==> config.mk <==
export PLATFORM = sky130hd
export DESIGN_NAME = c_numeric_literal_scanner
export DESIGN_NICKNAME = d
export VERILOG_FILES = /design/src/design/nls_pkg.sv /design/src/design/c_numeric_literal_scanner.sv /design/src/design/nls_accum.sv /design/src/design/nls_step.sv
export SDC_FILE = /design/constraint.sdc
export NUM_CORES = 1
export LEC_CHECK = 0
export ABC_AREA = 1
export BUFFER_PORTS_ARGS = -buffer_cell sky130_fd_sc_hd__buf_2
export CORE_ASPECT_RATIO = 0.75
export CORE_MARGIN = 5
export CORE_UTILIZATION = 30
export CTS_CLUSTER_SIZE = 30
export DETAILED_ROUTE_END_ITERATION = 10
export PLACE_DENSITY = 0.44
export SYNTH_ARGS = -nofsm -noshare
export SYNTH_HDL_FRONTEND = slang
export SYNTH_HIERARCHICAL = 1
export SYNTH_SLANG_ARGS = --single-unit
==> constraint.sdc <==
create_clock -name clk -period 6.45 [get_ports clk]
set_input_delay 0.9675 -clock clk [delete_from_list [all_inputs] [get_ports clk]]
set_output_delay 0.9675 -clock clk [all_outputs]
set_load 0.02 [all_outputs]
==> src/design/nls_pkg.sv <==
package nls_pkg;

	typedef enum logic [3:0] {
		PH_START    = 4'd0,
		PH_ZERO     = 4'd1,
		PH_OCT      = 4'd2,
		PH_OCTDEC   = 4'd3,
		PH_DEC      = 4'd4,
		PH_FRAC     = 4'd5,
		PH_EXPSIGN  = 4'd6,
		PH_EXPFIRST = 4'd7,
		PH_EXPDIG   = 4'd8,
		PH_HEX      = 4'd9,
		PH_HEXFRAC  = 4'd10,
		PH_SUFFIX   = 4'd11,
		PH_ERR      = 4'd12
	} phase_t;

	typedef enum logic [1:0] {
		RX_DEC = 2'd0,
		RX_OCT = 2'd1,
		RX_HEX = 2'd2
	} radix_t;

	typedef enum logic [2:0] {
		ERR_NONE        = 3'd0,
		ERR_DIGIT       = 3'd1,
		ERR_EMPTY_EXP   = 3'd2,
		ERR_HEX_NO_EXP  = 3'd3,
		ERR_SUFFIX      = 3'd4
	} err_t;

	typedef struct packed {
		logic digit;   // at least one octal digit after the leading zero
		logic flt;
		logic ll;
		logic lng;
		logic uns;
		logic expo;
		logic period;
	} flags_t;

	typedef struct packed {
		phase_t phase;
		radix_t radix;
		flags_t flags;
		logic   pend_valid;  // an l/L waits to see if it is ll
		logic   pend_upper;
		err_t   err;
	} scan_state_t;

	localparam scan_state_t SCAN_RESET = '{
		phase: PH_START,
		radix: RX_DEC,
		flags: '0,
		pend_valid: 1'b0,
		pend_upper: 1'b0,
		err: ERR_NONE
	};

	typedef struct packed {
		logic [7:0] char_in;
		logic       last_char;
	} char_word_t;

	typedef struct packed {
		logic [2:0]  error_code;
		logic [1:0]  radix_code;
		logic        is_floating;
		logic        has_period_flag;
		logic        has_exponent_flag;
		logic        unsigned_suffix;
		logic        long_suffix;
		logic        long_long_suffix;
		logic        float_suffix;
		logic [63:0] int_value;
		logic        value_overflow;
	} result_word_t;

	localparam int RESULT_VALUE_BITS = 64;

	localparam logic [7:0] CH_0     = 8'h30;
	localparam logic [7:0] CH_7     = 8'h37;
	localparam logic [7:0] CH_8     = 8'h38;
	localparam logic [7:0] CH_9     = 8'h39;
	localparam logic [7:0] CH_DOT   = 8'h2e;
	localparam logic [7:0] CH_PLUS  = 8'h2b;
	localparam logic [7:0] CH_MINUS = 8'h2d;
	localparam logic [7:0] CH_A_LO  = 8'h61;
	localparam logic [7:0] CH_F_LO  = 8'h66;
	localparam logic [7:0] CH_A_UP  = 8'h41;
	localparam logic [7:0] CH_F_UP  = 8'h46;
	localparam logic [7:0] CH_E_LO  = 8'h65;
	localparam logic [7:0] CH_E_UP  = 8'h45;
	localparam logic [7:0] CH_X_LO  = 8'h78;
	localparam logic [7:0] CH_X_UP  = 8'h58;
	localparam logic [7:0] CH_P_LO  = 8'h70;
	localparam logic [7:0] CH_P_UP  = 8'h50;
	localparam logic [7:0] CH_U_LO  = 8'h75;
	localparam logic [7:0] CH_U_UP  = 8'h55;
	localparam logic [7:0] CH_L_LO  = 8'h6c;
	localparam logic [7:0] CH_L_UP  = 8'h4c;

endpackage

==> src/design/c_numeric_literal_scanner.sv <==
// Scans a C numeric literal one character per word and returns one result word
// on the word flagged last_char: error code, radix, period/exponent/suffix flags
// and the integer value modulo 2^VALUE_BITS with a sticky overflow bit. A
// character word is taken every cycle while char_stall is low. Each character
// passes through an input register and one pass of phase logic plus a shift-add
// of the value accumulator (x8, x10 or x16); the last one lands in the result
// register, which holds while the result is stalled, and result_valid rises with
// it. A stalled result stalls the character side after one more word.
module c_numeric_literal_scanner #(
	parameter int VALUE_BITS = 64
) (
	input  logic                  clk,
	input  logic                  arst_n,
	input  logic                  char_valid,
	output logic                  char_stall,
	input  nls_pkg::char_word_t   char_word,
	output logic                  result_valid,
	input  logic                  result_stall,
	output nls_pkg::result_word_t result_word
);

	logic                  valid_s1;
	nls_pkg::char_word_t   word_s1;
	logic                  advance;

	nls_pkg::scan_state_t  st_q;
	nls_pkg::scan_state_t  st_proc;
	nls_pkg::scan_state_t  st_fin;
	logic [VALUE_BITS-1:0] acc_q;
	logic                  ovf_q;
	logic                  acc_en;
	logic [3:0]            dig;
	logic [VALUE_BITS-1:0] acc_new;
	logic                  ovf_new;
	logic [VALUE_BITS-1:0] acc_cur;
	logic                  ovf_cur;

	logic                  res_valid_q;
	nls_pkg::result_word_t res_q;
	nls_pkg::result_word_t res_d;
	logic                  ok;
	logic                  fp;

	assign advance    = valid_s1 && (!res_valid_q || !result_stall);
	assign char_stall = valid_s1 && !advance;

	always_ff @(posedge clk or negedge arst_n) begin
		if (!arst_n) begin
			valid_s1 <= 1'b0;
		end else if (!char_stall) begin
			valid_s1 <= char_valid;
		end
	end

	always_ff @(posedge clk) begin
		if (char_valid && !char_stall)
			word_s1 <= char_word;
	end

	nls_step u_step (
		.st      (st_q),
		.ch      (word_s1.char_in),
		.st_proc (st_proc),
		.st_fin  (st_fin),
		.acc_en  (acc_en),
		.dig     (dig)
	);

	nls_accum #(
		.VALUE_BITS (VALUE_BITS)
	) u_accum (
		.acc      (acc_q),
		.radix    (st_proc.radix),
		.dig      (dig),
		.ovf      (ovf_q),
		.acc_next (acc_new),
		.ovf_next (ovf_new)
	);

	assign acc_cur = acc_en ? acc_new : acc_q;
	assign ovf_cur = acc_en ? ovf_new : ovf_q;

	always_ff @(posedge clk or negedge arst_n) begin
		if (!arst_n) begin
			st_q  <= nls_pkg::SCAN_RESET;
			acc_q <= '0;
			ovf_q <= 1'b0;
		end else if (advance) begin
			if (word_s1.last_char) begin
				st_q  <= nls_pkg::SCAN_RESET;
				acc_q <= '0;
				ovf_q <= 1'b0;
			end else begin
				st_q  <= st_proc;
				acc_q <= acc_cur;
				ovf_q <= ovf_cur;
			end
		end
	end

	assign ok = (st_fin.err == nls_pkg::ERR_NONE);
	assign fp = st_fin.flags.period | st_fin.flags.expo;

	always_comb begin
		res_d.error_code        = st_fin.err;
		res_d.radix_code        = st_fin.radix;
		res_d.is_floating       = fp;
		res_d.has_period_flag   = st_fin.flags.period;
		res_d.has_exponent_flag = st_fin.flags.expo;
		res_d.unsigned_suffix   = st_fin.flags.uns;
		res_d.long_suffix       = st_fin.flags.lng;
		res_d.long_long_suffix  = st_fin.flags.ll;
		res_d.float_suffix      = st_fin.flags.flt;
		res_d.int_value         = (ok && !fp) ? nls_pkg::RESULT_VALUE_BITS'(acc_cur) : '0;
		res_d.value_overflow    = ok && !fp && ovf_cur;
	end

	always_ff @(posedge clk or negedge arst_n) begin
		if (!arst_n) begin
			res_valid_q <= 1'b0;
		end else if (advance && word_s1.last_char) begin
			res_valid_q <= 1'b1;
		end else if (!result_stall) begin
			res_valid_q <= 1'b0;
		end
	end

	always_ff @(posedge clk) begin
		if (advance && word_s1.last_char)
			res_q <= res_d;
	end

	assign result_valid = res_valid_q;
	assign result_word  = res_q;

endmodule

==> src/design/nls_accum.sv <==
module nls_accum #(
	parameter int VALUE_BITS = 64
) (
	input  logic [VALUE_BITS-1:0] acc,
	input  nls_pkg::radix_t       radix,
	input  logic [3:0]            dig,
	input  logic                  ovf,
	output logic [VALUE_BITS-1:0] acc_next,
	output logic                  ovf_next
);

	logic [VALUE_BITS+3:0] wide;
	logic [VALUE_BITS+3:0] prod;
	logic [VALUE_BITS+3:0] sum;

	assign wide = {4'b0000, acc};

	always_comb begin
		case (radix)
			nls_pkg::RX_HEX: prod = wide << 4;
			nls_pkg::RX_OCT: prod = wide << 3;
			default:         prod = (wide << 3) + (wide << 1);
		endcase
	end

	assign sum      = prod + {{VALUE_BITS{1'b0}}, dig};
	// anything above the value width means acc*r+d no longer fits
	assign ovf_next = ovf | (|sum[VALUE_BITS+3:VALUE_BITS]);
	assign acc_next = sum[VALUE_BITS-1:0];

endmodule

==> src/design/nls_step.sv <==
module nls_step (
	input  nls_pkg::scan_state_t st,
	input  logic [7:0]           ch,
	output nls_pkg::scan_state_t st_proc,
	output nls_pkg::scan_state_t st_fin,
	output logic                 acc_en,
	output logic [3:0]           dig
);

	function automatic logic is_dec(input logic [7:0] c);
		return c inside {[nls_pkg::CH_0:nls_pkg::CH_9]};
	endfunction

	function automatic logic is_hex(input logic [7:0] c);
		return c inside {[nls_pkg::CH_0:nls_pkg::CH_9], [nls_pkg::CH_A_LO:nls_pkg::CH_F_LO],
			[nls_pkg::CH_A_UP:nls_pkg::CH_F_UP]};
	endfunction

	function automatic logic is_fp(input nls_pkg::scan_state_t s);
		return s.flags.period | s.flags.expo;
	endfunction

	function automatic nls_pkg::scan_state_t fail(input nls_pkg::scan_state_t s,
			input nls_pkg::err_t code);
		nls_pkg::scan_state_t r;
		r = s;
		r.err = code;
		r.phase = nls_pkg::PH_ERR;
		return r;
	endfunction

	function automatic nls_pkg::scan_state_t suffix_char(input nls_pkg::scan_state_t s,
			input logic [7:0] c);
		nls_pkg::scan_state_t r;
		logic done;
		r = s;
		done = 1'b0;
		if (r.pend_valid) begin
			r.pend_valid = 1'b0;
			if (c == (r.pend_upper ? nls_pkg::CH_L_UP : nls_pkg::CH_L_LO)) begin
				done = 1'b1;
				if (is_fp(r))
					r = fail(r, nls_pkg::ERR_SUFFIX);
				else
					r.flags.ll = 1'b1;
			end else begin
				r.flags.lng = 1'b1;
			end
		end
		if (!done) begin
			if (c == nls_pkg::CH_U_LO || c == nls_pkg::CH_U_UP) begin
				if (is_fp(r) || r.flags.uns)
					r = fail(r, nls_pkg::ERR_SUFFIX);
				else
					r.flags.uns = 1'b1;
			end else if (c == nls_pkg::CH_L_LO || c == nls_pkg::CH_L_UP) begin
				if (r.flags.lng || r.flags.ll) begin
					r = fail(r, nls_pkg::ERR_SUFFIX);
				end else begin
					r.pend_valid = 1'b1;
					r.pend_upper = (c == nls_pkg::CH_L_UP);
				end
			end else if (c == nls_pkg::CH_F_LO || c == nls_pkg::CH_F_UP) begin
				if (!is_fp(r) || r.flags.flt)
					r = fail(r, nls_pkg::ERR_SUFFIX);
				else
					r.flags.flt = 1'b1;
			end else begin
				r = fail(r, nls_pkg::ERR_SUFFIX);
			end
		end
		return r;
	endfunction

	function automatic nls_pkg::scan_state_t enter_suffix(input nls_pkg::scan_state_t s,
			input logic [7:0] c);
		nls_pkg::scan_state_t r;
		r = s;
		if (r.radix == nls_pkg::RX_OCT && !r.flags.digit)
			r.radix = nls_pkg::RX_DEC;
		r.phase = nls_pkg::PH_SUFFIX;
		return suffix_char(r, c);
	endfunction

	// first byte past the integer digits of a decimal or octal literal
	function automatic nls_pkg::scan_state_t after_int(input nls_pkg::scan_state_t s,
			input logic [7:0] c);
		nls_pkg::scan_state_t r;
		r = s;
		if (is_hex(c) && c != nls_pkg::CH_E_LO && c != nls_pkg::CH_E_UP) begin
			r = fail(r, nls_pkg::ERR_DIGIT);
		end else if (c == nls_pkg::CH_DOT) begin
			r.flags.period = 1'b1;
			r.radix = nls_pkg::RX_DEC;
			r.phase = nls_pkg::PH_FRAC;
		end else if (c == nls_pkg::CH_E_LO || c == nls_pkg::CH_E_UP) begin
			r.radix = nls_pkg::RX_DEC;
			r.flags.expo = 1'b1;
			r.phase = nls_pkg::PH_EXPSIGN;
		end else begin
			r = enter_suffix(r, c);
		end
		return r;
	endfunction

	nls_pkg::scan_state_t s;
	nls_pkg::scan_state_t f;
	logic                 taken;
	logic                 is_e;
	logic                 is_p;

	assign is_e = (ch == nls_pkg::CH_E_LO) || (ch == nls_pkg::CH_E_UP);
	assign is_p = (ch == nls_pkg::CH_P_LO) || (ch == nls_pkg::CH_P_UP);
	// digit value: letters a-f/A-F have low nibble 1..6
	assign dig  = ch[6] ? ch[3:0] + 4'd9 : ch[3:0];

	always_comb begin
		s = st;
		taken = 1'b0;
		acc_en = 1'b0;
		// the leading-zero phases hand the same byte on to the digit phases
		if (s.phase == nls_pkg::PH_START) begin
			if (ch == nls_pkg::CH_0) begin
				s.radix = nls_pkg::RX_OCT;
				s.phase = nls_pkg::PH_ZERO;
				taken = 1'b1;
			end else begin
				s.radix = nls_pkg::RX_DEC;
				s.phase = nls_pkg::PH_DEC;
			end
		end else if (s.phase == nls_pkg::PH_ZERO) begin
			if (ch == nls_pkg::CH_X_LO || ch == nls_pkg::CH_X_UP) begin
				s.radix = nls_pkg::RX_HEX;
				s.phase = nls_pkg::PH_HEX;
				taken = 1'b1;
			end else begin
				s.phase = nls_pkg::PH_OCT;
			end
		end
		if (!taken) begin
			case (s.phase)
				nls_pkg::PH_OCT: begin
					if (ch inside {[nls_pkg::CH_0:nls_pkg::CH_7]}) begin
						s.flags.digit = 1'b1;
						acc_en = 1'b1;
					end else if (ch == nls_pkg::CH_8 || ch == nls_pkg::CH_9) begin
						s.phase = nls_pkg::PH_OCTDEC;
					end else begin
						s = after_int(s, ch);
					end
				end
				nls_pkg::PH_OCTDEC: begin
					if (!is_dec(ch)) begin
						if (ch == nls_pkg::CH_DOT || is_e) begin
							s.radix = nls_pkg::RX_DEC;
							s = after_int(s, ch);
						end else begin
							s = fail(s, nls_pkg::ERR_DIGIT);
						end
					end
				end
				nls_pkg::PH_DEC: begin
					if (is_dec(ch))
						acc_en = 1'b1;
					else
						s = after_int(s, ch);
				end
				nls_pkg::PH_FRAC: begin
					if (!is_dec(ch)) begin
						if (is_e) begin
							s.flags.expo = 1'b1;
							s.phase = nls_pkg::PH_EXPSIGN;
						end else begin
							s = enter_suffix(s, ch);
						end
					end
				end
				nls_pkg::PH_EXPSIGN: begin
					if (ch == nls_pkg::CH_PLUS || ch == nls_pkg::CH_MINUS)
						s.phase = nls_pkg::PH_EXPFIRST;
					else if (is_dec(ch))
						s.phase = nls_pkg::PH_EXPDIG;
					else
						s = fail(s, nls_pkg::ERR_EMPTY_EXP);
				end
				nls_pkg::PH_EXPFIRST: begin
					if (is_dec(ch))
						s.phase = nls_pkg::PH_EXPDIG;
					else
						s = fail(s, nls_pkg::ERR_EMPTY_EXP);
				end
				nls_pkg::PH_EXPDIG: begin
					if (!is_dec(ch))
						s = enter_suffix(s, ch);
				end
				nls_pkg::PH_HEX: begin
					if (is_hex(ch)) begin
						acc_en = 1'b1;
					end else if (ch == nls_pkg::CH_DOT) begin
						s.flags.period = 1'b1;
						s.phase = nls_pkg::PH_HEXFRAC;
					end else if (is_p) begin
						s.flags.expo = 1'b1;
						s.phase = nls_pkg::PH_EXPSIGN;
					end else begin
						s = enter_suffix(s, ch);
					end
				end
				nls_pkg::PH_HEXFRAC: begin
					if (!is_hex(ch)) begin
						if (is_p) begin
							s.flags.expo = 1'b1;
							s.phase = nls_pkg::PH_EXPSIGN;
						end else begin
							s = fail(s, nls_pkg::ERR_HEX_NO_EXP);
						end
					end
				end
				nls_pkg::PH_SUFFIX: begin
					s = suffix_char(s, ch);
				end
				default: begin
				end
			endcase
		end
		// errors freeze everything until the end of the token
		if (st.phase == nls_pkg::PH_ERR) begin
			s = st;
			acc_en = 1'b0;
		end
	end

	assign st_proc = s;

	// end-of-token checks
	always_comb begin
		f = s;
		case (s.phase)
			nls_pkg::PH_ZERO, nls_pkg::PH_OCT: begin
				if (!s.flags.digit)
					f.radix = nls_pkg::RX_DEC;
			end
			nls_pkg::PH_OCTDEC:  f = fail(s, nls_pkg::ERR_DIGIT);
			nls_pkg::PH_HEXFRAC: f = fail(s, nls_pkg::ERR_HEX_NO_EXP);
			nls_pkg::PH_EXPSIGN, nls_pkg::PH_EXPFIRST: f = fail(s, nls_pkg::ERR_EMPTY_EXP);
			default: begin
			end
		endcase
		if (f.err == nls_pkg::ERR_NONE && f.pend_valid)
			f.flags.lng = 1'b1;
		f.pend_valid = 1'b0;
	end

	assign st_fin = f;

endmodule

==> results of run 1 <==
routing by layer:
layer / GRT usage / vias up
met4: 0.0397 / 2
met5: 0 / -
li1: - / 10400
met1: 0.339 / 9252
met2: 0.284 / 429
met3: 0.0281 / 39
worst paths after layout:
path | end | slack [ps] | startpoint
worst max register to register | result_word[44] | 400 | word_s1[8]
worst min-delay path | acc_q[12] | 460 | arst_n
min in group clk | st_q[13] | 490 | st_q[13]
worst max-delay path | result_word[44] | 400 | word_s1[8]
max in group asynchronous | acc_q[54] | 4840 | arst_n
worst min register to register | st_q[13] | 490 | st_q[13]
critical path, delay by kind of cell, from the launching register on:
family          cells  cell delay [ps]
compound gates      5              700
fa+ha+maj           3              810
buf+inv            11             1170
flops               1              430
xor+xnor            1              130
simple gates       21             2540
power breakdown:
group / total, mW / switching, mW / internal [mW] / leakage, nW
logic: 1.97 / 1.51 / 0.464 / 9.25
clock network: 1.08 / 0.503 / 0.575 / 0.270
registers: 1.27 / 0.0520 / 1.22 / 2.01
total: 4.33 / 2.07 / 2.26 / 11.5
through the flow:
stage	setup TNS, ps	hold slack [ps]
after floorplan	0	447
after global routing	-117	501
after global placement	0	477
after CTS	0	456
after detailed placement	0	472
final	0	464
flip-flops by register name, summed over array words and instances, names as in the netlist:
name	count
result_word	77
acc_q	64
st_q	18
word_s1	9
ovf_q	1
result_valid	1
valid_s1	1
area by class of cell:
class                   instances  area, um2
inverters                     708       2670
multi-input cells            2367      12000
clock buffers                  20        447
fillers                      7465      43000
clock inverters                11        123
repair buffers                184       1180
flip-flops and latches        171       4710
well taps                     871       1090
timing repair:
action,in CTS,in global routing
hold buffers,0,0
gates resized for setup,1,24
pin swaps,0,16
endpoints found under the setup margin,1,54
setup buffers,0,7
cloned,0,0
==> run_results.csv, run 1 <==
group,metric,value,unit
status,status,"complete, no violations",
layout,syn2layout_area_growth,12.6,%
routing,drc_errors,0,
routing,highest_layer,"met5",
sta,hold_viol,0,
floorplanning,die_w,306,um
layout,layout_common_cells,"1217 x nand2_1, 635 x inv_1, 294 x nor2_1",
floorplanning,core_area,65300,um2
clock_tree,clkTransAtPathRegs,80,ps
routing,ant_nets,0,
placement,portBuffers,91,
setup_path,cp_data_required_time,6700,ps
global_route,antenna_found_initial,1,
layout,drive_gt1_frac,0.141,
setup_path,crit_fanout,7,
clock_tree,clkLatencyLatePin,510,ps
setup_path,crit_arrival,6300,ps
global_route,overflow,0,
floorplanning,die_h,232,um
setup_path,cp-end-kind,"register",
clock_tree,clock-sinks,171,
layout,postLayoutCellArea,22300,um2
power_and_ir_drop,power.density,194,nW/um2
clock_tree,cts_tree,"yes",
synthesis,synth_area,19800,um2
synthesis,synth_nets,3415,
layout,instances_no_fill,4332,
sta,fin_skew,13.5,ps
placement,placed_cell_area,21500,um2
setup_path,worstRegToRegCells,41,
placement,dp_cells,4294,
power_and_ir_drop,ir_worst_vdd,0.000465,V
sta,tightestPinTransition,863,ps
sta,fin_ws,401,ps
routing,drt_wl_total,74100,um
synthesis,syn_area_per_cell,5.94,um2
synthesis,syn_inst,3328,
clock_tree,cts_htree_levels,4,
global_route,grt_pass1_wl,114000,um
placement,place_ws,25.3,ps
sta,finalCriticalPeriod,6050,ps
setup_path,startpoint_type,"register",
floorplanning,num_rows,81,
sta,rsz0062_at_grt,"true",
floorplanning,die-area,71200,um2
sta,setup_violations,0,
routing,wl_met1,41200,um
flow_run,drv_cap,0,
routing,wl_per_cell,17.1,um
placement,place.gp.congestion,0.929,
sta,relSlewSlack,0.425,
routing,vias_per_cell,4.65,
layout,nets,3536,
setup_path,critPathKind,"register to register",
routing,wl_met2,28600,um
setup_path,critPathMostFrequentCell,"inv_1",
global_route,grt_pass1_vias,18400,
hold_path,hold_class,"input pin to asynchronous set/reset pin",
sta,fin_crit_sh,0.938,
layout,diodes,0,
sta,maxSlewViolCount,0,
routing,routed-via-count,20200,
clock_tree,cts_root_buf,"clkbuf_16",
setup_path,slowest_stage,"edfxtp_1",
power_and_ir_drop,leakage,11.5,nW
global_route,grt_max_degree,114,
sta,max_freq,165,MHz
layout,layout_commonest_cell,"nand2_1",
clock_tree,numCtsBuffers,17,
routing,dr.first_iter.drc_count,1716,
routing,wl_met3,3550,um
placement,hpwl,60100,um
routing,first_pass_iters,5,
setup_path,slowest_delay,430,ps
floorplanning,io_pins,92,
global_route,track_usage,0.207,
layout,fin_util,0.341,
clock_tree,clockBufferDepth,2,
floorplanning,start_util,0.303,
power_and_ir_drop,power,4.33,mW
synthesis,synth_warnings,6,
Power figures use the tool's default switching activity.
==> run 2: changes to the inputs <==
- CELL_PAD_IN_SITES_DETAIL_PLACEMENT: default -> 1
- CELL_PAD_IN_SITES_GLOBAL_PLACEMENT: default -> 1
- PLACE_DENSITY: 0.44 -> 0.59
==> run 2 against run 1 <==
Effect of this change: critical path depth is the same; total power grew 1.0%; sequential share of layout area grew 0.31 points; non-clock buffer count shrank 46; worst hold slack gained 24 ps; routed wire length grew 20%; first-iteration DRC count shrank 5.0%; register-to-register slack lost 30 ps; die area is the same; largest power group unchanged.
==> run_results.csv, run 2 (synthesized netlist as in run 1, its figures left out) <==
group,metric,value,unit
global_route,grt_pass1_vias,21100,
clock_tree,clock-sinks,171,
setup_path,worst_r2r_endpoint,"result_word[58]",
clock_tree,clockBufferDepth,2,
placement,hpwl,73700,um
flow_run,drv_cap,0,
sta,fin_crit_sh,0.942,
setup_path,critPathKind,"register to register",
setup_path,cp_data_required_time,6680,ps
routing,vias_per_cell,5.01,
layout,nFillCells,8700,
clock_tree,clkLatencyLatePin,480,ps
routing,drt_wl_total,88600,um
clock_tree,cts_root_buf,"clkbuf_16",
power_and_ir_drop,leakage,11.3,nW
global_route,grt_pass1_wl,132000,um
global_route,overflow,0,
setup_path,startpoint_type,"register",
setup_path,regToRegStartpoint,"word_s1[2]",
clock_tree,cts_tree,"yes",
layout,syn2layout_area_growth,11.0,%
placement,portBuffers,91,
floorplanning,io_pins,92,
power_and_ir_drop,ir_worst_vdd,0.000491,V
floorplanning,core_area,65300,um2
clock_tree,numCtsBuffers,17,
setup_path,cp-end-kind,"register",
setup_path,crit_fanout,6,
hold_path,min_to,"st_q[7]",
global_route,grt_busiest_layer,"met1",
global_route,met3_usage,0.0440,
clock_tree,clkTransAtPathRegs,70,ps
sta,setup_violations,0,
placement,placed_cell_area,21100,um2
sta,fin_hold_ws,488,ps
routing,drc_errors,0,
setup_path,worstRegToRegCells,41,
routing,wl_per_cell,20.7,um
clock_tree,cts_htree_levels,4,
power_and_ir_drop,power,4.37,mW
sta,hold_viol,0,
setup_path,crit_arrival,6300,ps
sta,tightestPinTransition,1190,ps
setup_path,slowest_delay,450,ps
floorplanning,start_util,0.303,
setup_path,timing.reg2reg.setup_slack,370,ps
global_route,antenna_found_initial,1,
layout,postLayoutCellArea,21900,um2
floorplanning,num_rows,81,
sta,relSlewSlack,0.207,
global_route,track_usage,0.245,
placement,place.gp.congestion,0.936,
sta,max_freq,165,MHz
power_and_ir_drop,power.density,199,nW/um2
layout,diodes,0,
sta,finalCriticalPeriod,6080,ps
setup_path,slowest_stage,"edfxtp_1",
clock_tree,hold_buffers,0,
hold_path,min_delay_path_depth,2,
routing,routed-via-count,21500,
floorplanning,die_w,306,um
sta,maxSlewViolCount,0,
floorplanning,die_h,232,um
hold_path,hold_class,"register to register",
status,status,"complete, no violations",
floorplanning,die-area,71200,um2
layout,largest_reg_flops,77,
routing,first_pass_iters,5,
global_route,use_met2,0.337,
layout,layout_commonest_cell,"nand2_1",
layout,drive_gt1_frac,0.130,
layout,nets,3490,
routing,ant_nets,0,
global_route,grt_max_degree,123,
routing,dr.first_iter.drc_count,1631,
global_route,grtUsageMet1,0.395,
layout,layout_common_cells,"1216 x nand2_1, 635 x inv_1, 292 x nor2_1",
sta,fin_skew,16.8,ps
hold_path,min_from,"st_q[7]",
==> run 2: what timing repair did <==
action,CTS,global route
gates cloned,0,0
setup buffers,0,17
pin swaps,0,13
gates resized for setup,1,25
setup endpoints to repair,1,67
==> run 2: worst max path at each step <==
| stage | startpoint | endpoint | slack [ps] | cells after the start |
|---|---|---|---|---|
| floorplan | word_s1[1] | result_word[62] | 80 | 46 |
| global placement | word_s1[2] | result_word[0] | 120 | 45 |
| detailed placement | word_s1[2] | result_word[0] | 30 | 45 |
| CTS | word_s1[2] | result_word[62] | 40 | 43 |
| global route | word_s1[2] | result_word[56] | -50 | 43 |
| finish | word_s1[2] | result_word[58] | 370 | 41 |
==> run 2: cell type report <==
| class | count | area (um2) | area share |
|---|---|---|---|
| flip-flops and latches | 171 | 4710 | 0.215 |
| multi-input cells | 2367 | 12000 | 0.548 |
| well taps | 871 | 1090 | 0.0497 |
| clock inverters | 13 | 150 | 0.00684 |
| inverters | 708 | 2670 | 0.122 |
| clock buffers | 19 | 433 | 0.0197 |
| repair buffers | 138 | 861 | 0.0392 |
==> run 2: critical path, delay by kind of cell, from the launching register on <==
kind	cells	cell delay (ps)
AND/OR/NAND/NOR	25	2930
AO/OA/AOI/OAI	5	830
buffers and inverters	6	480
adder cells (fa/ha/maj)	4	970
flip-flops	1	450
XOR/XNOR	1	150
==> run 2: routing by layer <==
layer  share of wire  routed length (um)
met2            0.39               34200
met1            0.54               48100
met5               0                   0
met3           0.060                5280
met4           0.012                1070
==> run 2: power breakdown <==
part           total, mW  leakage (nW)  switching [mW]  internal (mW)
registers           1.28          2.01          0.0560           1.22
clock network       1.08         0.280           0.531          0.550
logic               2.01          9.02            1.52          0.491
total               4.37          11.3            2.11           2.26
==> run 2: metrics by stage <==
step                setup TNS [ps]  setup slack, ps  std cells   util
global placement                 0              117       4238  0.324
finish                           0              374       4287  0.336
floorplan                        0             77.8       3328      -
CTS                              0             37.6       4270  0.333
detailed placement               0             30.5       4238  0.324
global route                  -136            -45.2       4287  0.336
